File: config.mk
export PLATFORM = sky130hd
export DESIGN_NAME = dds_ctrl
export DESIGN_NICKNAME = d
export VERILOG_FILES = /design/src/sv/dds_pkg.sv /design/src/sv/dds_ctrl.sv
export SDC_FILE = /design/constraint.sdc
export NUM_CORES = 1
export LEC_CHECK = 0
export ABC_AREA = 1
export BUFFER_PORTS_ARGS = -buffer_cell sky130_fd_sc_hd__buf_4
export CAP_MARGIN = 20
export CORE_MARGIN = 4
export CORE_UTILIZATION = 52
export DETAILED_ROUTE_END_ITERATION = 6
export PLACE_DENSITY = 0.82
export SLEW_MARGIN = 20
export SYNTH_ARGS = -nofsm -noshare
export SYNTH_HDL_FRONTEND = slang
export SYNTH_SLANG_ARGS = --single-unit
File: constraint.sdc
create_clock -name i_clk -period 2.7 [get_ports i_clk]
set_input_delay 0.405 -clock i_clk [delete_from_list [all_inputs] [get_ports i_clk]]
set_output_delay 0.405 -clock i_clk [all_outputs]
set_load 0.01 [all_outputs]
File: src/sv/dds_pkg.sv
`default_nettype none
// ----------------------------------------------------------------------------
// dds_pkg
// Shared types, codes and default sizes for the DDS waveform generator.
// ----------------------------------------------------------------------------
package dds_pkg;

    // default sizes
    localparam int DEF_TABLE_DEPTH       = 1024;
    localparam int DEF_SHORT_TABLE_DEPTH = 256;
    localparam int DEF_FRACTION_BITS     = 10;
    localparam int DEF_PHASE_BITS        = 32;

    // fixed field widths
    localparam int ENTRY_W    = 10;
    localparam int VALUE_W    = 16;
    localparam int SAMPLE_W   = 16;
    localparam int INC_W      = 32;
    localparam int AMP_W      = 8;
    localparam int CFG_IDX_W  = 3;
    localparam int CFG_DATA_W = 32;

    // item operations
    typedef enum logic [1:0] {
        OP_SAMPLE = 2'd0,
        OP_WRITE  = 2'd1,
        OP_CLEAR  = 2'd2
    } t_op;

    // resolution modes, also the table kind of a write item
    typedef enum logic [1:0] {
        RES_SHORT  = 2'd0,
        RES_NARROW = 2'd1,
        RES_WIDE   = 2'd2
    } t_res;

    typedef enum logic [1:0] {
        INTERP_OFF  = 2'd0,
        INTERP_LIN  = 2'd1,
        INTERP_QUAD = 2'd2
    } t_interp;

    // configuration register indexes
    typedef enum logic [CFG_IDX_W-1:0] {
        REG_PHASE_INC = 3'd0,
        REG_AMPLITUDE = 3'd1,
        REG_WAVEFORM  = 3'd2,
        REG_RES_MODE  = 3'd3,
        REG_INTERP    = 3'd4
    } t_reg;

    // controller to datapath
    typedef struct packed {
        logic       step;
        logic       write_entry;
        logic       clear_phase;
        logic       cfg_write;
        logic [1:0] rd_off;
        logic       cap_p0;
        logic       cap_p1;
        logic       cap_p2;
        logic       mul1;
        logic       mul2;
        logic       sum;
        logic       load_out;
    } t_dp_cmd;

    // datapath to controller
    typedef struct packed {
        logic out_free;
    } t_dp_stat;

endpackage
`default_nettype wire

File: src/sv/dds_ctrl.sv
`default_nettype none
// ----------------------------------------------------------------------------
// dds_ctrl
// Sequencer: accepts items and config writes, then walks a sample item
// through the three table reads, the multiplies, the sum and the scaling.
// ----------------------------------------------------------------------------
module dds_ctrl (
    input  logic               i_clk,
    input  logic               i_rst_n,
    input  logic               i_in_valid,
    output logic               o_in_ready,
    input  logic [1:0]         i_operation,
    input  logic               i_cfg_valid,
    output logic               o_cfg_ready,
    input  dds_pkg::t_dp_stat  i_stat,
    output dds_pkg::t_dp_cmd   o_cmd
);
    import dds_pkg::*;

    typedef enum logic [8:0] {
        S_IDLE  = 9'b000000001,
        S_RD0   = 9'b000000010,
        S_RD1   = 9'b000000100,
        S_RD2   = 9'b000001000,
        S_RD3   = 9'b000010000,
        S_MUL1  = 9'b000100000,
        S_MUL2  = 9'b001000000,
        S_SUM   = 9'b010000000,
        S_SCALE = 9'b100000000
    } t_state;

    t_state r_state;
    t_state n_state;
    logic   w_accept;

    // hold items off while a register write is waiting
    assign o_in_ready  = (r_state == S_IDLE) && !i_cfg_valid;
    assign o_cfg_ready = (r_state == S_IDLE);
    assign w_accept    = i_in_valid && o_in_ready;

    always_comb begin
        n_state = r_state;
        o_cmd   = '0;
        case (r_state)
            S_IDLE: begin
                o_cmd.cfg_write = i_cfg_valid;
                if (w_accept) begin
                    case (i_operation)
                        OP_SAMPLE: begin
                            o_cmd.step = 1'b1;
                            n_state    = S_RD0;
                        end
                        OP_WRITE: o_cmd.write_entry = 1'b1;
                        OP_CLEAR: o_cmd.clear_phase = 1'b1;
                        default: ;
                    endcase
                end
            end
            S_RD0: begin
                o_cmd.rd_off = 2'd0;
                n_state      = S_RD1;
            end
            S_RD1: begin
                o_cmd.rd_off = 2'd1;
                o_cmd.cap_p0 = 1'b1;
                n_state      = S_RD2;
            end
            S_RD2: begin
                o_cmd.rd_off = 2'd2;
                o_cmd.cap_p1 = 1'b1;
                n_state      = S_RD3;
            end
            S_RD3: begin
                o_cmd.cap_p2 = 1'b1;
                n_state      = S_MUL1;
            end
            S_MUL1: begin
                o_cmd.mul1 = 1'b1;
                n_state    = S_MUL2;
            end
            S_MUL2: begin
                o_cmd.mul2 = 1'b1;
                n_state    = S_SUM;
            end
            S_SUM: begin
                o_cmd.sum = 1'b1;
                n_state   = S_SCALE;
            end
            S_SCALE: begin
                // hold until the output register is free
                if (i_stat.out_free) begin
                    o_cmd.load_out = 1'b1;
                    n_state        = S_IDLE;
                end
            end
            default: n_state = S_IDLE;
        endcase
    end

    always_ff @(posedge i_clk) begin
        if (!i_rst_n) begin
            r_state <= S_IDLE;
        end else begin
            r_state <= n_state;
        end
    end

endmodule
`default_nettype wire

# Word level (Yosys, flattened, before mapping)
# Cells that the tools add are included.
# op_classes
reduce_logical	5
muxes	18
n_eq_ne	14
# op_table
operator	count
one-hot mux 9 bit (9 select lines)	1
two-way mux 9 bit	3
two-way mux 1 bit	11
equality test 9 x 1 -> 1 bit, second input constant	1
equality test 9 x 2 -> 1 bit, second input constant	1
equality test 9 x 3 -> 1 bit, second input constant	1
equality test 9 x 4 -> 1 bit, second input constant	1
equality test 9 x 5 -> 1 bit, second input constant	1
equality test 9 x 6 -> 1 bit, second input constant	1
equality test 9 x 7 -> 1 bit, second input constant	1
equality test 9 x 8 -> 1 bit, second input constant	1
equality test 9 bit, second input constant	1
two-way mux 4 bit	1
!= test 2 x 1 -> 1 bit, second input constant	2
one-hot mux 2 bit (2 select lines)	1
two-way mux 3 bit	1
AND reduction 3 bit	1
equality test 2 x 1 -> 1 bit, second input constant	1
equality test 2 bit, second input constant	1
logical AND 1 bit	2
zero test 2 bit	1
!= test 2 bit, second input constant	1
zero test 1 bit	1
# totals
wordCells	38
out_inout_bits	15
reg_bits	9
inputBits	7

# Depth between registers and ports, before layout
# depth
word_depth	5
ltp_mapped	10
mapped_depth_nobuf	10

# Worst setup path before layout
# OpenSTA, ideal clock, no wires.
# synth_timing
path_kind	reg-to-output
start	register r_state[2]
end	output port o_cmd[10] (netlist bit)
path_slack_ns	1.106
path_stages_with_launch	8
n_path_buf	0
required_time_ns	2.295
arrival_ns	1.189
path_cell_list	dfxtp_1 > nor2_2 > nand2_2 > nor2_4 > nand3_2 > nor2_2 > inv_1 > nor3_1
# synth_lines
item	line_no	rtl
start, declared	dds_ctrl.sv:32	t_state r_state;
start signal, assigned	dds_ctrl.sv:104	r_state <= n_state;
end, declared	dds_ctrl.sv:16	output dds_pkg::t_dp_cmd o_cmd

==> results.py <==
metrics = {
    "cts": {
        "postCtsSetupBuffers": 0,
        "cts_resized": 0,
        "clock_tree.root_cell": "clkbuf_4",
        "htree_levels": 1,
        "cts_tree": "built",
        "numCtsBuffers": 3,
        "ctsHoldBuffers": 0,
        "ctsLongestPathBuffers": 2,
        "clk_latency_ps": 260,
        "cts.reportedPaths.clkPinSlew_ps": 60,
        "clock_sinks": 9,
    },
    "floorplan": {
        "start_util_pct": 57.8,
        "fp.dieH_um": 44.1,
        "io_pins": 22,
        "core_area_mm2": 0.00117,
        "rows": 12,
        "die_area_mm2": 0.00194,
        "die_w_um": 44.1,
    },
    "drt": {
        "wl_per_cell_um": 11.2,
        "drt-total-wl_mm": 1.67,
        "dr.first_iter.drc_count": 21,
        "vias": 773,
        "drcViolationCount": 0,
        "antenna_left": 0,
        "detail_route.vias_per_cell": 5.19,
        "drt-pass1-iter-count": 4,
    },
    "sta": {
        "finalClockSkew_ps": 8.65,
        "slew_violations": 0,
        "finalSetupViolCount": 0,
        "rsz0062_at_grt": "false",
        "fin_hold_ws_ps": 414,
        "max_slew_margin_pct": 71.5,
        "finalCritPeriodShare_pct": 76.7,
        "hold_viol_final": 0,
        "fin_tns_setup_ps": 0,
        "max_freq_ghz": 0.483,
        "min_period_ps": 2070,
        "tightest_slew_ps": 424,
    },
    "worst_setup_path": {
        "setup.worst_path.class": "register to output port",
        "cp_common_cell": "nor2_4",
        "cp_cell_sequence": "nor2_4 > nand2_2 > nor2_4 > nand3_2 > nor2_2 > inv_1 > nor3_1 > buf_4",
        "startpoint_type": "register",
        "crit_path_end_kind": "output port",
        "worstPathRequired_ps": 2300,
        "critPathMaxFanout": 6,
        "slowest_delay_ps": 340,
        "critical_path_arrival_ps": 1670,
        "crit_buf_inv": 2,
        "cp_top_family": "simple AND/OR/NAND/NOR gates",
        "crit_slowest_cell": "dfxtp_1",
    },
    "pwr": {
        "ir_drop_v": 0.000592,
        "cellPowerDensity_mw_per_mm2": 715,
        "leakage_nw": 0.513,
    },
    "layout": {
        "largest_reg_flops": 9,
        "area_growth_pct": 28.1,
        "regMostFlops": "r_state",
        "fin_nets": 143,
        "reg_top3": "r_state x9",
        "final_common_cell": "inv_1",
        "drive_above_1_share_pct": 26.7,
        "antenna_cells": 0,
        "final_cell_mix": "inv_1, buf_4, nand2_1",
    },
    "yosys": {
        "seq_area_frac_synth_pct": 26.6,
        "ys_warn_count": 0,
        "netlist_area_um2": 677,
        "syn_avg_cell_area_um2": 6.04,
        "ys_types": 20,
        "synthCells": 112,
        "ys_ff_latch": 9,
        "synthesis.nets": 119,
    },
    "global_route": {
        "grt_pass1_vias": 675,
        "grt_overflow": 0,
        "antenna_found_initial": 0,
        "grt_pass1_wl_mm": 2.85,
        "grt_util_all_layers_pct": 19.1,
        "grt_max_degree": 10,
    },
    "hold_path": {
        "hold_path.class": "primary input to register",
    },
    "placement": {
        "gp_congestion": 0.896,
        "place_hpwl_mm": 1.39,
        "io_buffer_count": 21,
    },
    "run": {
        "maxCapViolCount": 0,
    },
    "outcome": {
        "status": "finished clean",
    },
}
[per-stage QoR]
stage | power [mW] | setup slack (ps) | utilization [%] | instances | instance area [um2]
2_1_floorplan | 0.415 | 1110 | - | 112 | 677
3_3_place_gp | 0.510 | 1050 | 71.8 | 145 | 841
3_5_place_dp | 0.517 | 932 | 71.8 | 145 | 841
4_1_cts | 0.619 | 657 | 74.0 | 149 | 867
5_1_grt | 0.677 | 492 | 74.0 | 149 | 867
6_report | 0.620 | 629 | 74.0 | 149 | 867
[worst register-to-register path, cell delays in order (launching register included)]
cell and delay [ps]:
dfxtp_1 350, nor2_2 210, and2_1 190, nand2_1 120, nor2_1 200, nor2_1 70, nand2_1 80, nor2_1 40
nand2_1 50, nand3_1 60
[per-layer routing]
layer	vias up	GRT usage, %	part of all wire (%)
met1	354	27.1	48
met4	0	4.22	0.48
li1	394	-	-
met2	23	29.7	47
met5	-	0	0
met3	2	4.07	5.1
[power breakdown]
part	switching (mW)	leakage, nW	internal, mW	total, mW
sequential	0.0228	0.0730	0.149	0.171
clock	0.0459	0.0150	0.0568	0.103
combinational	0.216	0.425	0.129	0.346
total	0.285	0.513	0.335	0.620
[cell families (layout without fill, tap and decap cells)]
logic type | Yosys count | after routing | share of synthesized area, %
buffers and inverters | 29 | 52 | 16.6
AND/OR/NAND/NOR | 69 | 69 | 53.0
AO/OA/AOI/OAI | 5 | 5 | 3.70
flip-flops | 9 | 9 | 26.6
[cell usage after synthesis, drive strengths merged]
master	number	area share, %
a21oi	2	1.5
and2	1	0.92
and3	1	0.92
buf	1	1.1
clkbuf	1	0.55
dfxtp	9	27
inv	27	15
nand2	20	13
nand3	14	11
nand4	2	1.8
nor2	21	16
nor3	7	5.2
nor4	3	3.7
o21ai	3	2.2
[final timing paths]
kind                    from          to  slack [ps]  depth (start not counted)
setup / recovery  r_state[6]   o_cmd[10]         630                          8
hold / removal       i_rst_n  r_state[0]         410                          2
setup reg to reg  r_state[1]  r_state[0]        1220                          9
hold reg to reg   r_state[1]  r_state[1]         530                          2
[area by class of cell]
type / instances / area (um2)
clock buffers: 4 / 26.3
fillers: 107 / 304
inverters: 27 / 101
multi-input cells: 74 / 384
flip-flops and latches: 9 / 180
well taps: 14 / 17.5
repair buffers: 21 / 158
(Power assumes the default switching activity.)
